==> src/rtl/i2cbl_pkg.sv <==
// ----------------------------------------------------------------------------
// i2cbl_pkg: shared codes for the i2c bit-level master
// item kinds, operation codes, sequencer phases and the send-slot decode
// ----------------------------------------------------------------------------
package i2cbl_pkg;

  // item kinds
  localparam logic KIND_CMD  = 1'b0;
  localparam logic KIND_TICK = 1'b1;

  // operation codes
  localparam logic [1:0] OP_WR1  = 2'd0;
  localparam logic [1:0] OP_WR2  = 2'd1;
  localparam logic [1:0] OP_READ = 2'd2;
  localparam logic [1:0] OP_NONE = 2'd3;

  // sequencer phases
  localparam logic [2:0] PH_IDLE  = 3'd0;
  localparam logic [2:0] PH_START = 3'd1;
  localparam logic [2:0] PH_SEND  = 3'd2;
  localparam logic [2:0] PH_READ  = 3'd3;
  localparam logic [2:0] PH_STOP  = 3'd4;

  // step counts that close each phase
  localparam logic [4:0] START_LAST = 5'd3;
  localparam logic [4:0] SEND_DATA_LAST = 5'd24;
  localparam logic [4:0] SEND_ACK_HIGH = 5'd26;
  localparam logic [4:0] SEND_LAST = 5'd27;
  localparam logic [4:0] READ_DATA_LAST = 5'd16;
  localparam logic [4:0] READ_NACK_HIGH = 5'd18;
  localparam logic [4:0] READ_LAST = 5'd19;
  localparam logic [4:0] STOP_LAST = 5'd2;

  // byte counts loaded by a command (address byte included)
  localparam logic [1:0] NBYTES_WR1  = 2'd2;
  localparam logic [1:0] NBYTES_WR2  = 2'd3;
  localparam logic [1:0] NBYTES_READ = 2'd1;

  localparam logic [1:0] LINES_HIGH = 2'b11;

  typedef struct packed {
    logic [2:0] bidx;  // bit index within the byte, msb first
    logic [1:0] sub;   // 0 low, 1 high, 2 low
  } send_slot_t;

  // step 1..24 -> bit and sub-step; divide by three via multiply by 11 / 32
  function automatic send_slot_t send_slot(input logic [4:0] step);
    logic [4:0] t;
    logic [8:0] prod;
    logic [2:0] q;
    logic [4:0] q3;
    send_slot_t r;
    t    = step - 5'd1;
    prod = {4'd0, t} * 9'd11;
    q    = prod[7:5];
    q3   = {1'b0, q, 1'b0} + {2'd0, q};
    r.bidx = 3'd7 - q;
    r.sub  = 2'(t - q3);
    return r;
  endfunction

endpackage

==> src/rtl/i2c_bit_level_master.sv <==
// ----------------------------------------------------------------------------
// i2c_bit_level_master: bit-bang i2c master sequencer
// one item per clock while no result is stalled, each tick item steps scl/sda one level pair
// ----------------------------------------------------------------------------
// an accepted item gives its registered result item in the next cycle
// throughput: one item per clock; the only limit is the result register,
//   in_stall rises only while a held result is stalled by the receiver
// reset: synchronous, active low; sequencer idle, both lines released,
//   read byte and ack error cleared, no result pending
module i2c_bit_level_master
  import i2cbl_pkg::*;
(
  input  logic       clk,
  input  logic       rst_n,
  // item input
  input  logic       in_valid,
  output logic       in_stall,
  input  logic       in_kind,
  input  logic [1:0] in_operation,
  input  logic [7:0] in_target_address,
  input  logic [7:0] in_first_byte,
  input  logic [7:0] in_second_byte,
  input  logic [1:0] in_lines_in,
  // result output
  output logic       out_valid,
  input  logic       out_stall,
  output logic       out_scl_out,
  output logic       out_sda_out,
  output logic       out_busy_res,
  output logic       out_done_res,
  output logic [7:0] out_read_data,
  output logic       out_ack_error
);

  // sequencer state
  logic [2:0]  phase_r, phase_nxt;
  logic [4:0]  step_r, step_nxt;
  logic [1:0]  bytes_left_r, bytes_left_nxt;
  logic [7:0]  shift_r, shift_nxt;
  logic [15:0] pending_r, pending_nxt;
  logic [1:0]  op_r, op_nxt;
  logic [7:0]  rdata_r, rdata_nxt;
  logic [1:0]  lines_r, lines_nxt;   // bit0 scl, bit1 sda
  logic        ack_r, ack_nxt;

  // result register
  logic        out_valid_r, out_valid_nxt;
  logic        scl_r, sda_r, busy_r, done_r, ack_out_r;
  logic [7:0]  rd_out_r;

  logic        in_acc;
  logic        out_load;
  logic        done_nxt;
  logic [1:0]  left_dec;
  logic [4:0]  rd_t;
  send_slot_t  slot;

  // result register frees up when empty or taken this cycle
  assign out_load = !out_valid_r || !out_stall;
  assign in_stall = !out_load;
  assign in_acc   = in_valid && !in_stall;

  assign slot = send_slot(step_r);
  assign rd_t = step_r - 5'd1;

  always_comb begin
    phase_nxt      = phase_r;
    step_nxt       = step_r;
    bytes_left_nxt = bytes_left_r;
    shift_nxt      = shift_r;
    pending_nxt    = pending_r;
    op_nxt         = op_r;
    rdata_nxt      = rdata_r;
    lines_nxt      = lines_r;
    ack_nxt        = ack_r;
    done_nxt       = 1'b0;
    left_dec       = bytes_left_r;

    if (in_acc) begin
      if (in_kind == KIND_CMD) begin
        // new command only from idle, unused op code ignored
        if (phase_r == PH_IDLE && in_operation != OP_NONE) begin
          op_nxt    = in_operation;
          step_nxt  = 5'd0;
          phase_nxt = PH_START;
          case (in_operation)
            OP_WR1: begin
              shift_nxt      = {in_target_address[6:0], 1'b0};
              pending_nxt    = {8'd0, in_first_byte};
              bytes_left_nxt = NBYTES_WR1;
            end
            OP_WR2: begin
              shift_nxt      = in_target_address;
              pending_nxt    = {in_second_byte, in_first_byte};
              bytes_left_nxt = NBYTES_WR2;
            end
            default: begin
              shift_nxt      = in_target_address;
              pending_nxt    = 16'd0;
              bytes_left_nxt = NBYTES_READ;
            end
          endcase
        end
      end else if (phase_r != PH_IDLE) begin
        case (phase_r)
          PH_START: begin
            // sda falls while scl high, then scl low
            case (step_r[1:0])
              2'd0:    lines_nxt = 2'b10;
              2'd1:    lines_nxt = 2'b11;
              2'd2:    lines_nxt = 2'b01;
              default: lines_nxt = 2'b00;
            endcase
            if (step_r >= START_LAST) begin
              phase_nxt = PH_SEND;
              step_nxt  = 5'd0;
            end else begin
              step_nxt = step_r + 5'd1;
            end
          end

          PH_SEND: begin
            if (step_r == 5'd0) begin
              lines_nxt = 2'b00;
            end else if (step_r <= SEND_DATA_LAST) begin
              lines_nxt = {shift_r[slot.bidx], slot.sub == 2'd1};
            end else if (step_r == SEND_ACK_HIGH) begin
              // ack slot: both lines high means nobody pulled sda low
              lines_nxt = 2'b11;
              ack_nxt   = (in_lines_in == LINES_HIGH);
            end else begin
              lines_nxt = 2'b10;
            end
            if (step_r >= SEND_LAST) begin
              step_nxt = 5'd0;
              if (bytes_left_r != 2'd0) begin
                left_dec = bytes_left_r - 2'd1;
              end
              bytes_left_nxt = left_dec;
              if (left_dec != 2'd0) begin
                shift_nxt   = pending_r[7:0];
                pending_nxt = {8'd0, pending_r[15:8]};
              end else if (op_r == OP_READ) begin
                phase_nxt = PH_READ;
                shift_nxt = 8'd0;
              end else begin
                phase_nxt = PH_STOP;
              end
            end else begin
              step_nxt = step_r + 5'd1;
            end
          end

          PH_READ: begin
            if (step_r >= 5'd1 && step_r <= READ_DATA_LAST && !rd_t[0]) begin
              // scl high on a data bit, sample sda msb first
              lines_nxt = 2'b11;
              if (in_lines_in[1]) begin
                shift_nxt = shift_r | (8'd1 << (3'd7 - rd_t[3:1]));
              end
            end else if (step_r == READ_NACK_HIGH) begin
              lines_nxt = 2'b11;
            end else begin
              lines_nxt = 2'b10;
            end
            if (step_r >= READ_LAST) begin
              rdata_nxt = shift_r;
              phase_nxt = PH_STOP;
              step_nxt  = 5'd0;
            end else begin
              step_nxt = step_r + 5'd1;
            end
          end

          PH_STOP: begin
            // sda rises while scl high
            if (step_r == 5'd0) begin
              lines_nxt = 2'b00;
            end else if (step_r == 5'd1) begin
              lines_nxt = 2'b01;
            end else begin
              lines_nxt = 2'b11;
            end
            if (step_r >= STOP_LAST) begin
              phase_nxt = PH_IDLE;
              step_nxt  = 5'd0;
              done_nxt  = 1'b1;
            end else begin
              step_nxt = step_r + 5'd1;
            end
          end

          default: begin
            phase_nxt = PH_IDLE;
            step_nxt  = 5'd0;
          end
        endcase
      end
    end
  end

  // result register keeps its item while stalled
  always_comb begin
    out_valid_nxt = out_valid_r;
    if (out_load) begin
      out_valid_nxt = in_acc;
    end
  end

  always_ff @(posedge clk) begin
    if (!rst_n) begin
      phase_r      <= PH_IDLE;
      step_r       <= 5'd0;
      bytes_left_r <= 2'd0;
      shift_r      <= 8'd0;
      pending_r    <= 16'd0;
      op_r         <= OP_WR1;
      rdata_r      <= 8'd0;
      lines_r      <= LINES_HIGH;
      ack_r        <= 1'b0;
      out_valid_r  <= 1'b0;
    end else begin
      phase_r      <= phase_nxt;
      step_r       <= step_nxt;
      bytes_left_r <= bytes_left_nxt;
      shift_r      <= shift_nxt;
      pending_r    <= pending_nxt;
      op_r         <= op_nxt;
      rdata_r      <= rdata_nxt;
      lines_r      <= lines_nxt;
      ack_r        <= ack_nxt;
      out_valid_r  <= out_valid_nxt;
    end
  end

  // result payload, no reset needed
  always_ff @(posedge clk) begin
    if (out_load && in_acc) begin
      scl_r     <= lines_nxt[0];
      sda_r     <= lines_nxt[1];
      busy_r    <= (phase_nxt != PH_IDLE);
      done_r    <= done_nxt;
      rd_out_r  <= rdata_nxt;
      ack_out_r <= ack_nxt;
    end
  end

  assign out_valid     = out_valid_r;
  assign out_scl_out   = scl_r;
  assign out_sda_out   = sda_r;
  assign out_busy_res  = busy_r;
  assign out_done_res  = done_r;
  assign out_read_data = rd_out_r;
  assign out_ack_error = ack_out_r;

endmodule

==> config.mk <==
export PLATFORM = sky130hd
export DESIGN_NAME = i2c_bit_level_master
export DESIGN_NICKNAME = d
export VERILOG_FILES = /design/src/rtl/i2cbl_pkg.sv /design/src/rtl/i2c_bit_level_master.sv
export SDC_FILE = /design/constraint.sdc
export NUM_CORES = 1
export LEC_CHECK = 0
export ABC_AREA = 0
export BUFFER_PORTS_ARGS = -buffer_cell sky130_fd_sc_hd__buf_2
export CAP_MARGIN = 30
export CORE_MARGIN = 2
export CORE_UTILIZATION = 63
export CTS_CLUSTER_SIZE = 14
export DETAILED_ROUTE_END_ITERATION = 16
export PLACE_DENSITY = 0.82
export SLEW_MARGIN = 20
export SYNTH_ARGS = -nofsm -noshare
export SYNTH_HDL_FRONTEND = slang
export SYNTH_SLANG_ARGS = --single-unit
==> constraint.sdc <==
create_clock -name clk -period 11.1 [get_ports clk]
set_clock_uncertainty 0.1 [all_clocks]
set_input_delay 2.22 -clock clk [delete_from_list [all_inputs] [get_ports clk]]
set_output_delay 2.22 -clock clk [all_outputs]
set_load 0.02 [all_outputs]
==> run metrics, run 1 <==
status completed; Max-Cap Viols 0; antenna fix cells 0; crit path max fanout 3; NumNets Final 515; CTS hold repair buffers 0; Pins Over Slew Limit 0; period utilization between 40% and 50%; Die ar. 0.00681 sq mm; WL met2 about 4.4 mm; placeable core region 0.00596 sq mm; TritonCTS clock tree done; Slew @ Worst Pin between 0.8 and 0.9 ns; setup bufs post-CTS 0; Die X a little over 80 um; initial antenna violation count 0; first-pass GRT wire length 15.3 mm; Placer Congestion roughly 0.98; largest family of logic cells by synthesized area compound AO/OA/AOI/OAI gates; WP data required between 8 and 9 ns; crit end category primary output; Final setup viols 0; CP Class in -> out; Synth Cell Area 0.00388 sq mm; Post-synth EDFFs 13; Crit path top cell by count buf_2; Worst VDD drop between 0.1 and 0.15 mV; Routed Antenna Nets 0; syn_nets a little under 500; CP Cell Sequence buf_2 > and2_1 > buf_2; routed vias between 3k and 4k; Max Fclk about 0.20 GHz; drt drc 0; CTS Sinks 61; largest net degree at the start of global routing 60; DR pass1 iterations 6; post-synthesis simple-gate area fraction a little over a fifth; hold depth 2; Yosys reg bits slightly above 60; Util after Layout between 70% and 80%; H-tree depth 3; fillcell total between 400 and 500; Slowest cell on crit path and2_1; Seq/Total Area, Yosys 34.8%; detailed placement HPWL about 6.3 mm; commonest cells after routing, fill and taps aside 48 x dfxtp_1, 47 x buf_2, 31 x nand2_1, 30 x nor2_1, 20 x ha_1; Synth async-reset ratio 0%; Rel. slew slack 40.8%; multiplexer area fraction after synthesis under 10%; critical path arrival 2.65 ns; M1 WL roughly 3.9 mm; Top FF cell, synth dfxtp_1; adder-cell share of the synthesized area 6.96%; worst-skew pair later-pin latency around 0.34 ns; IO buf count 47; Synth Area in Compound Gates a little under a quarter; drt wl/cell approximately 17 um; Pwr Total around 0.52 mW; first-iteration detailed-routing DRC count about 250; Leak Pwr 1.64 nW; syn_area_per_cell ~9 sq um; hold crit path type reg -> reg; post-synth cell types 73; post_cts resized 0; GR Overflow Total 0; unrepaired setup endpoints after global routing false; io pins between 40 and 50; most common cell after layout, fill and taps aside dfxtp_1; Power Density around 120 mW/mm^2; Routed WL roughly 9 mm; Synthesis Warnings 0; critical path's largest stage delay 0.17 ns; WL met3 approximately 630 um; Final min period 4.97 ns; Startpoint Class input port; GRT Util Overall roughly 29%; Gate Count Post-Synth around 430; max layer used met4; final number of hold-violating endpoints 0; Synth-to-Final Area Change 10.6%; vias in the first global route roughly 3.3k; maximum clock insertion buffer count 2; Cell Rows 28; Chip Height 82.5 um; xor/xnor cell area share of the yosys netlist under 10%; mean number of vias per cell around 6.4; CTS root buffer clkbuf_8; cts bufs inserted 9; Worst-path clk slew 0.07 ns; share of post-route cells with drive strength above 1 between 20% and 30%; Final TNS setup 0 ns; cells on worst reg2reg path 17; Initial Util about two thirds
## flip-flops by register name, indices dropped and copies added, names as in the netlist
signal	cells
phase_r	3
out_sda_out	1
lines_r	2
shift_r	8
bytes_left_r	2
out_busy_res	1
out_scl_out	1
step_r	5
ack_r	1
pending_r	16
out_read_data	8
rdata_r	8
out_done_res	1
op_r	2
out_ack_error	1
out_valid	1
## cell families after synthesis
group / count (synthesis)
simple gates: 154
compound gates: 116
flops: 61
buf+inv: 50
mux: 21
fa+ha+maj: 21
xor+xnor: 10
## where the power goes
| part | total (mW) | internal, mW | switching (mW) |
|---|---|---|---|
| clock | 0.223 | 0.132 | 0.0905 |
| sequential | 0.238 | 0.233 | 0.00494 |
| combinational | 0.0623 | 0.0244 | 0.0379 |
| total | 0.523 | 0.389 | 0.133 |
## stage by stage
step                area, sq um  setup WS, ns  cells  hold slack [ns]
CTS                        4290          6.13    540            0.363
floorplan                  3880          6.31    433            0.331
finish                     4300          6.13    541            0.361
detailed placement         4060          6.13    524            0.353
global route               4300          6.03    541            0.388
global placement           4060          6.15    524            0.346
## layer usage
metal	vias up	track usage [%]
met5	-	0
met4	0	7.38
met1	1624	37.0
met3	22	5.87
met2	167	49.8
li1	1665	-
## final cells by class
cell class                 instances  area (sq um)  share of cell area [%]
clock buffer                      10           138                    3.20
sequential                        61          1350                    31.5
multi-input combinational        322          2310                    53.8
tap                               75          93.8                    2.18
timing repair buffer              48           243                    5.65
clock inverter                     6          86.3                    2.01
inverter                          19          71.3                    1.66
## Yosys cell counts, drive strengths merged, types with 3 or more instances
cell type / count / area [sq um]
nand2b: 6 / 45.0
a2111oi: 5 / 45.0
mux2i: 6 / 60.1
a221oi: 10 / 87.6
clkbuf: 15 / 56.3
buf: 16 / 93.8
nor3b: 11 / 82.6
nor2b: 8 / 50.1
a21oi: 19 / 106
o21ai: 17 / 85.1
and2: 13 / 81.3
nor2: 33 / 131
nor3: 8 / 45.0
o21a: 3 / 22.5
mux2: 15 / 169
inv: 19 / 71.3
dfxtp: 48 / 961
o2111ai: 8 / 76.3
nand2: 32 / 123
ha: 20 / 250
o32ai: 3 / 26.3
xor2: 3 / 26.3
nand3: 17 / 85.1
a21boi: 10 / 75.1
nand4: 9 / 56.3
edfxtp: 13 / 390
o211ai: 10 / 75.1
xnor2: 7 / 76.3
a211oi: 7 / 62.6
## final timing paths
check	slack, ns	startpoint	to
worst max-delay path	6.13	out_stall	in_stall
worst min-delay path	0.36	pending_r[15]	pending_r[15]
worst max register to register	6.41	step_r[0]	out_scl_out
worst min register to register	0.36	pending_r[15]	pending_r[15]
## worst max-delay path, delay by kind of cell
family,cells,cell delay [ns]
buffers and inverters,2,0.26
AND/OR/NAND/NOR,1,0.17
Power figures use the tool's default switching activity.
==> run 2: changes to the inputs <==
- ABC_AREA: 0 -> 1
- CORE_UTILIZATION: 63 -> 53
- PLACE_DENSITY: 0.82 -> 0.73
- clock period: 11.1 -> 4.5 ns (I/O delays scaled with it)
==> run 2 against run 1 <==
Compared with the run above:
- combinational power grew to 5.7 times the previous value
- first-iteration DRC count shrank 30%
- final area shrank 0.52%
- final cell count grew 23%
- sequential share of layout area grew 0.20 points
- hold slack lost 0.0080 ns
- flip-flop and latch count is the same
- non-clock buffer count grew 3
==> run metrics, run 2 <==
DR pass1 iterations 4; GR Overflow Total 0; final number of hold-violating endpoints 0; cells on worst reg2reg path 25; critical path arrival around 4 ns; Power Density 324 mW/mm^2; Max-Cap Viols 0; crit end category register; commonest cells after routing, fill and taps aside 100 x nand2_1, 62 x inv_1, 53 x a21oi_1, 47 x dfxtp_1, 47 x buf_2; unrepaired setup endpoints after global routing false; CP Class reg -> reg; Util after Layout 62.5%; most common cell after layout, fill and taps aside nand2_1; post-synth cell types 48; RR Startpoint step_r[1]; Rel. slew slack between 40% and 50%; TritonCTS clock tree done; Top FF cell, synth dfxtp_1; top-count cell post-synth nand2_1; crit path max fanout 7; vias in the first global route ~3.3k; Synth area leader dfxtp_1; final instance area about 0.0043 sq mm; Gate Count Post-Synth ~520; Post-Place Cell Area approximately 0.004 sq mm; Seq/Total Area, Yosys between 30% and 40%; Post-synth EDFFs 13; drt drc 0; Die X about 90 um; CTS hold repair buffers 0; Routed Antenna Nets 0; Critical R2R Capture out_scl_out; top post-synthesis cells by area dfxtp_1 25%, edfxtp_1 10%, nand2_1 10%, a21oi_1 7.0%, ha_1 6.6%; WP data required ~4.5 ns; Synth-to-Final Area Change 13.1%; dpl cells 650; share of post-route cells with drive strength above 1 a little under a fifth; Worst-path clk slew about 0.07 ns; Slew @ Worst Pin ~0.86 ns; Crit. Startpoint step_r[1]; initial antenna violation count 0; Largest register FFs 16; mean number of vias per cell 5.38; Yosys reg bits 61; routed vias 3590; NumNets Final 620; Slowest cell on crit path fa_1; status completed; hold crit path type reg -> reg; Routed WL just over 9 mm; Chip Height 88.4 um; antenna fix cells 0; Die ar. around 0.0078 sq mm; Cell Rows 30; Pins Over Slew Limit 0; H-tree depth 3; period utilization around 90%; drt wl/cell between 10 and 15 um; Most flops, register pending_r; Worst VDD drop 0.213 mV; largest net degree at the start of global routing 26; CP delay by family, top adder cells; placeable core region around 0.007 sq mm; syn_area_per_cell roughly 7.3 sq um; first-iteration detailed-routing DRC count around 180; Startpoint Class register; Final min period 4.10 ns; Final Instance Count excl. Fillers roughly 670; Synth async-reset ratio 0%; first-pass GRT wire length roughly 15 mm; Worst Hold Launch op_r[1]; detailed placement HPWL between 6 and 7 mm; GRT Util Overall 25.1%; Max Fclk between 0.2 and 0.25 GHz; Final TNS setup 0 ns; post-synth top area share between 20% and 30%; number of cells on the critical path 25; register-to-register setup slack approximately 0.4 ns; critical path's largest stage delay approximately 0.49 ns; Critical Path End out_scl_out; IO buf count 47; io pins 48; CTS root buffer clkbuf_8; Synthesis Warnings 0; synth cell count leaders 101 x nand2_1, 64 x inv_1, 53 x a21oi_1; CTS Sinks roughly 60; Placer Congestion approximately 0.89; syn_nets 575; Crit path top cell by count nand2_1; Synth Cell Area around 0.0038 sq mm; worst-skew pair later-pin latency ~0.35 ns; Final setup viols 0; Leak Pwr between 1.5 and 2 nW; Initial Util a little under three fifths; cts bufs inserted 9; maximum clock insertion buffer count 2; CP Buf/Inv Count 6
-- run 2: cell count changes after synthesis, sizes merged, moves of 9 or more --
cell / previous run / this run
a21boi: 10 / 0
nor3b: 11 / 0
inv: 19 / 78
mux2: 15 / 0
o211ai: 10 / 1
nand2: 32 / 104
a21oi: 19 / 54
nand3: 17 / 47
a221oi: 10 / 0
and2: 13 / 0
o21ai: 17 / 42
-- run 2: repair_timing --
item	4_1_cts	5_1_grt
hold endpoints to repair	0	0
resized for setup	0	7
setup buffers	0	0
setup endpoints to repair	0	2
-- run 2: routing by layer --
layer	track usage, %	share of wire [%]	vias to the layer above	wire length [um]
met5	0	0	-	0
met4	10.2	1.7	0	153
met3	5.41	5.2	16	475
met2	39.5	46	89	4210
met1	33.7	47	1637	4300
li1	-	-	1848	-
-- run 2: cell type report --
type | count | area [sq um]
Sequential cell | 61 | 1350
Multi-Input combinational cell | 363 | 2040
Clock buffer | 9 | 124
Tap cell | 96 | 120
Timing Repair Buffer | 51 | 285
Inverter | 80 | 305
Fill cell | 676 | 2560
Clock inverter | 7 | 48.8
-- run 2: cells by family after synthesis --
| logic type | after synthesis | synth area share (%) |
|---|---|---|
| adders and majority gates | 21 | 7.15 |
| AOI/OAI and AO/OA | 131 | 21.0 |
| muxes | 1 | 0.265 |
| buffers and inverters | 97 | 10.6 |
| xor gates and xnor gates | 1 | 0.232 |
| DFF | 61 | 35.8 |
| and+or+nand+nor | 209 | 25.0 |
-- run 2: power breakdown --
part           switching [mW]  total [mW]  internal, mW
Clock                   0.243       0.444         0.201
Sequential            0.00907       0.584         0.575
Combinational           0.229       0.357         0.128
Total                   0.480        1.39         0.905
-- run 2: worst register-to-register path: stages (launching register included) --
cell      delay [ns]
dfxtp_1         0.39
inv_2           0.10
ha_2            0.40
inv_1           0.10
ha_1            0.29
inv_1           0.05
fa_1            0.49
inv_1           0.04
ha_1            0.32
nand2_1         0.08
nand2_1         0.06
inv_1           0.09
nand2_1         0.09
nand2_2         0.11
nand2_1         0.12
ha_1            0.21
xor2_1          0.15
nand3b_1        0.18
nand2_1         0.08
nand2_1         0.05
nand3_1         0.06
nand2_1         0.05
nand2_1         0.05
nand2_1         0.04
o21ai_1         0.09
inv_1           0.05
-- run 2: metrics by stage --
step	setup WS (ns)	hold WS (ns)	total power [mW]
final	0.400	0.353	1.39
after global placement	0.381	0.337	0.934
after global routing	0.0222	0.363	1.47
after CTS	0.191	0.351	1.39
after floorplan	0.538	0.324	0.854
after detailed placement	0.218	0.339	0.944
-- run 2: worst min path at each step --
stage / endpoint / slack, ns / depth (start not counted)
global route: op_r[1] / 0.36 / 2
floorplan: op_r[1] / 0.32 / 2
detailed placement: op_r[1] / 0.34 / 2
global placement: op_r[1] / 0.34 / 2
CTS: op_r[1] / 0.35 / 2
finish: op_r[1] / 0.35 / 2
==> run 3: changes to the inputs <==
- CORE_UTILIZATION: 53 -> 63
- PLACE_DENSITY: 0.73 -> 0.82
- clock period: 4.5 -> 4.9 ns (I/O delays scaled with it)
==> run 3 against run 2 <==
Compared with the run above:
- final cell count decreased by 3.7%
- register-to-register slack improved by 0.05 ns
- routed wire length decreased by 0.73%
- flip-flop and latch count stayed put
- setup slack better by 0.050 ns
- final area down 1.3%
- global-route usage rose by 3.9 points
- total power down 4.7%
- combinational power is 12% lower
==> run metrics, run 3 (synthesized netlist as in run 2, its figures left out) <==
status completed; Placer Congestion between 0.9 and 1; TritonCTS clock tree done; dpl cells ~630; CTS Sinks 61; unrepaired setup endpoints after global routing false; worst-skew pair later-pin latency 0.35 ns; maximum clock insertion buffer count 2; CTS hold repair buffers 0; mean number of vias per cell 5.71; internal power approximately 0.9 mW; Sw Share about a third; Die ar. 0.00663 sq mm; placeable core region 0.00585 sq mm; Final min period around 4.5 ns; Flop pwr share between 40% and 50%; final instance area roughly 0.0042 sq mm; Comb pwr share roughly a quarter; Final Instance Count excl. Fillers 642; Leak Pwr ~1.9 nW; Final TNS setup 0 ns; Initial Util 64.6%; Cell Rows 28; Final setup viols 0; setup bufs post-CTS 0; Most flops, register pending_r; Synth-to-Final Area Change 11.7%; GR Overflow Total 0; Rel. slew slack 42.6%; post_cts resized 0; Worst-path clk slew roughly 0.070 ns; vias in the first global route between 3k and 4k; period utilization a little over 90%; Routed Antenna Nets 0; initial antenna violation count 0; Slew @ Worst Pin 0.854 ns; antenna fix cells 0; critical path arrival 4.45 ns; Power Density about 310 mW/mm^2; GRT Util Overall about 29%; cts bufs inserted 9; NumNets Final approximately 620; most common cell after layout, fill and taps aside nand2_1; final number of hold-violating endpoints 0; largest net degree at the start of global routing 26; H-tree depth 3; commonest cells after routing, fill and taps aside 101 x nand2_1, 64 x inv_1, 53 x a21oi_1, 48 x dfxtp_1, 47 x buf_2; detailed placement HPWL roughly 6.6 mm; drt wl/cell roughly 14 um; WP data required approximately 5 ns; Hold Slack between 0.3 and 0.4 ns; CP Class reg -> reg; Startpoint Class register; Pins Over Slew Limit 0; Routed WL ~9.1 mm; Pwr Total between 1 and 1.5 mW; Max-Cap Viols 0; share of post-route cells with drive strength above 1 roughly 17%; hold crit path type reg -> reg; fillcell total 514; io pins 48; drt drc 0; Chip Height a little over 80 um; Clk pwr share 35.5%; routed vias ~3.7k; crit path max fanout 9; Die X approximately 81 um; IO buf count 47; Post-Place Cell Area ~0.0040 sq mm; first-pass GRT wire length between 10 and 15 mm; CTS root buffer clkbuf_8; Largest register FFs 16; Worst VDD drop 0.204 mV; sw power between 0.4 and 0.5 mW; Max Fclk about 0.22 GHz; first-iteration detailed-routing DRC count 216; DR pass1 iterations 5; crit end category register
==> run 3: cell count changes in the layout (fill, tap and decap cells not counted), sizes merged <==
cell,change
buf,-4
clkinv,-2
bufinv,+1
clkbuf,+1
==> run 3: layout make-up <==
| class | instances | area (sq um) | share of cell area (%) |
|---|---|---|---|
| multi-input cells | 363 | 2030 | 48.0 |
| flip-flops and latches | 61 | 1350 | 32.0 |
| inverters | 80 | 305 | 7.24 |
| repair buffers | 47 | 235 | 5.58 |
| clock buffers | 10 | 138 | 3.26 |
| well taps | 75 | 93.8 | 2.22 |
| clock inverters | 6 | 68.8 | 1.63 |
==> run 3: final timing paths <==
kind | depth (start not counted) | endpoint | slack [ns] | from
worst max register to register | 25 | out_scl_out | 0.45 | step_r[0]
worst min register to register | 2 | op_r[1] | 0.37 | op_r[1]
worst min-delay path | 2 | op_r[1] | 0.37 | op_r[1]
worst max-delay path | 25 | out_scl_out | 0.45 | step_r[0]
==> run 3: per-stage QoR <==
stage,utilization [%],worst slack [ns]
2_1_floorplan,-,0.938
3_3_place_gp,68.6,0.668
3_5_place_dp,68.6,0.499
4_1_cts,72.1,0.483
5_1_grt,72.1,0.0370
6_report,72.1,0.450
==> run 3: power groups by stage <==
stage / Combinational (mW) / Clock (mW) / Sequential, mW
floorplan: 0.231 / 0 / 0.553
global placement: 0.302 / 0 / 0.547
detailed placement: 0.309 / 0 / 0.548
CTS: 0.312 / 0.473 / 0.537
global route: 0.362 / 0.497 / 0.539
finish: 0.314 / 0.469 / 0.537
==> run 3: layer usage <==
metal	wire length, um	track usage, %	vias to the layer above
li1	-	-	1848
met1	3970	37.0	1647
met2	4280	48.9	157
met3	690	6.37	17
met4	127	9.15	0
met5	0	0	-
==> run 3: worst max-delay path, stage by stage, from the launching register on <==
cell,delay (ns)
dfxtp_1,0.51
inv_1,0.19
ha_1,0.43
inv_1,0.12
ha_1,0.30
inv_1,0.05
fa_1,0.51
inv_1,0.05
ha_1,0.31
nand2_1,0.07
nand2_1,0.07
inv_1,0.10
nand2_1,0.07
nand2_1,0.15
nand2_1,0.14
ha_1,0.21
xor2_1,0.14
nand3b_1,0.19
nand2_1,0.09
nand2_1,0.05
nand3_1,0.06
nand2_1,0.05
nand2_1,0.05
nand2_1,0.05
o21ai_1,0.10
inv_1,0.05
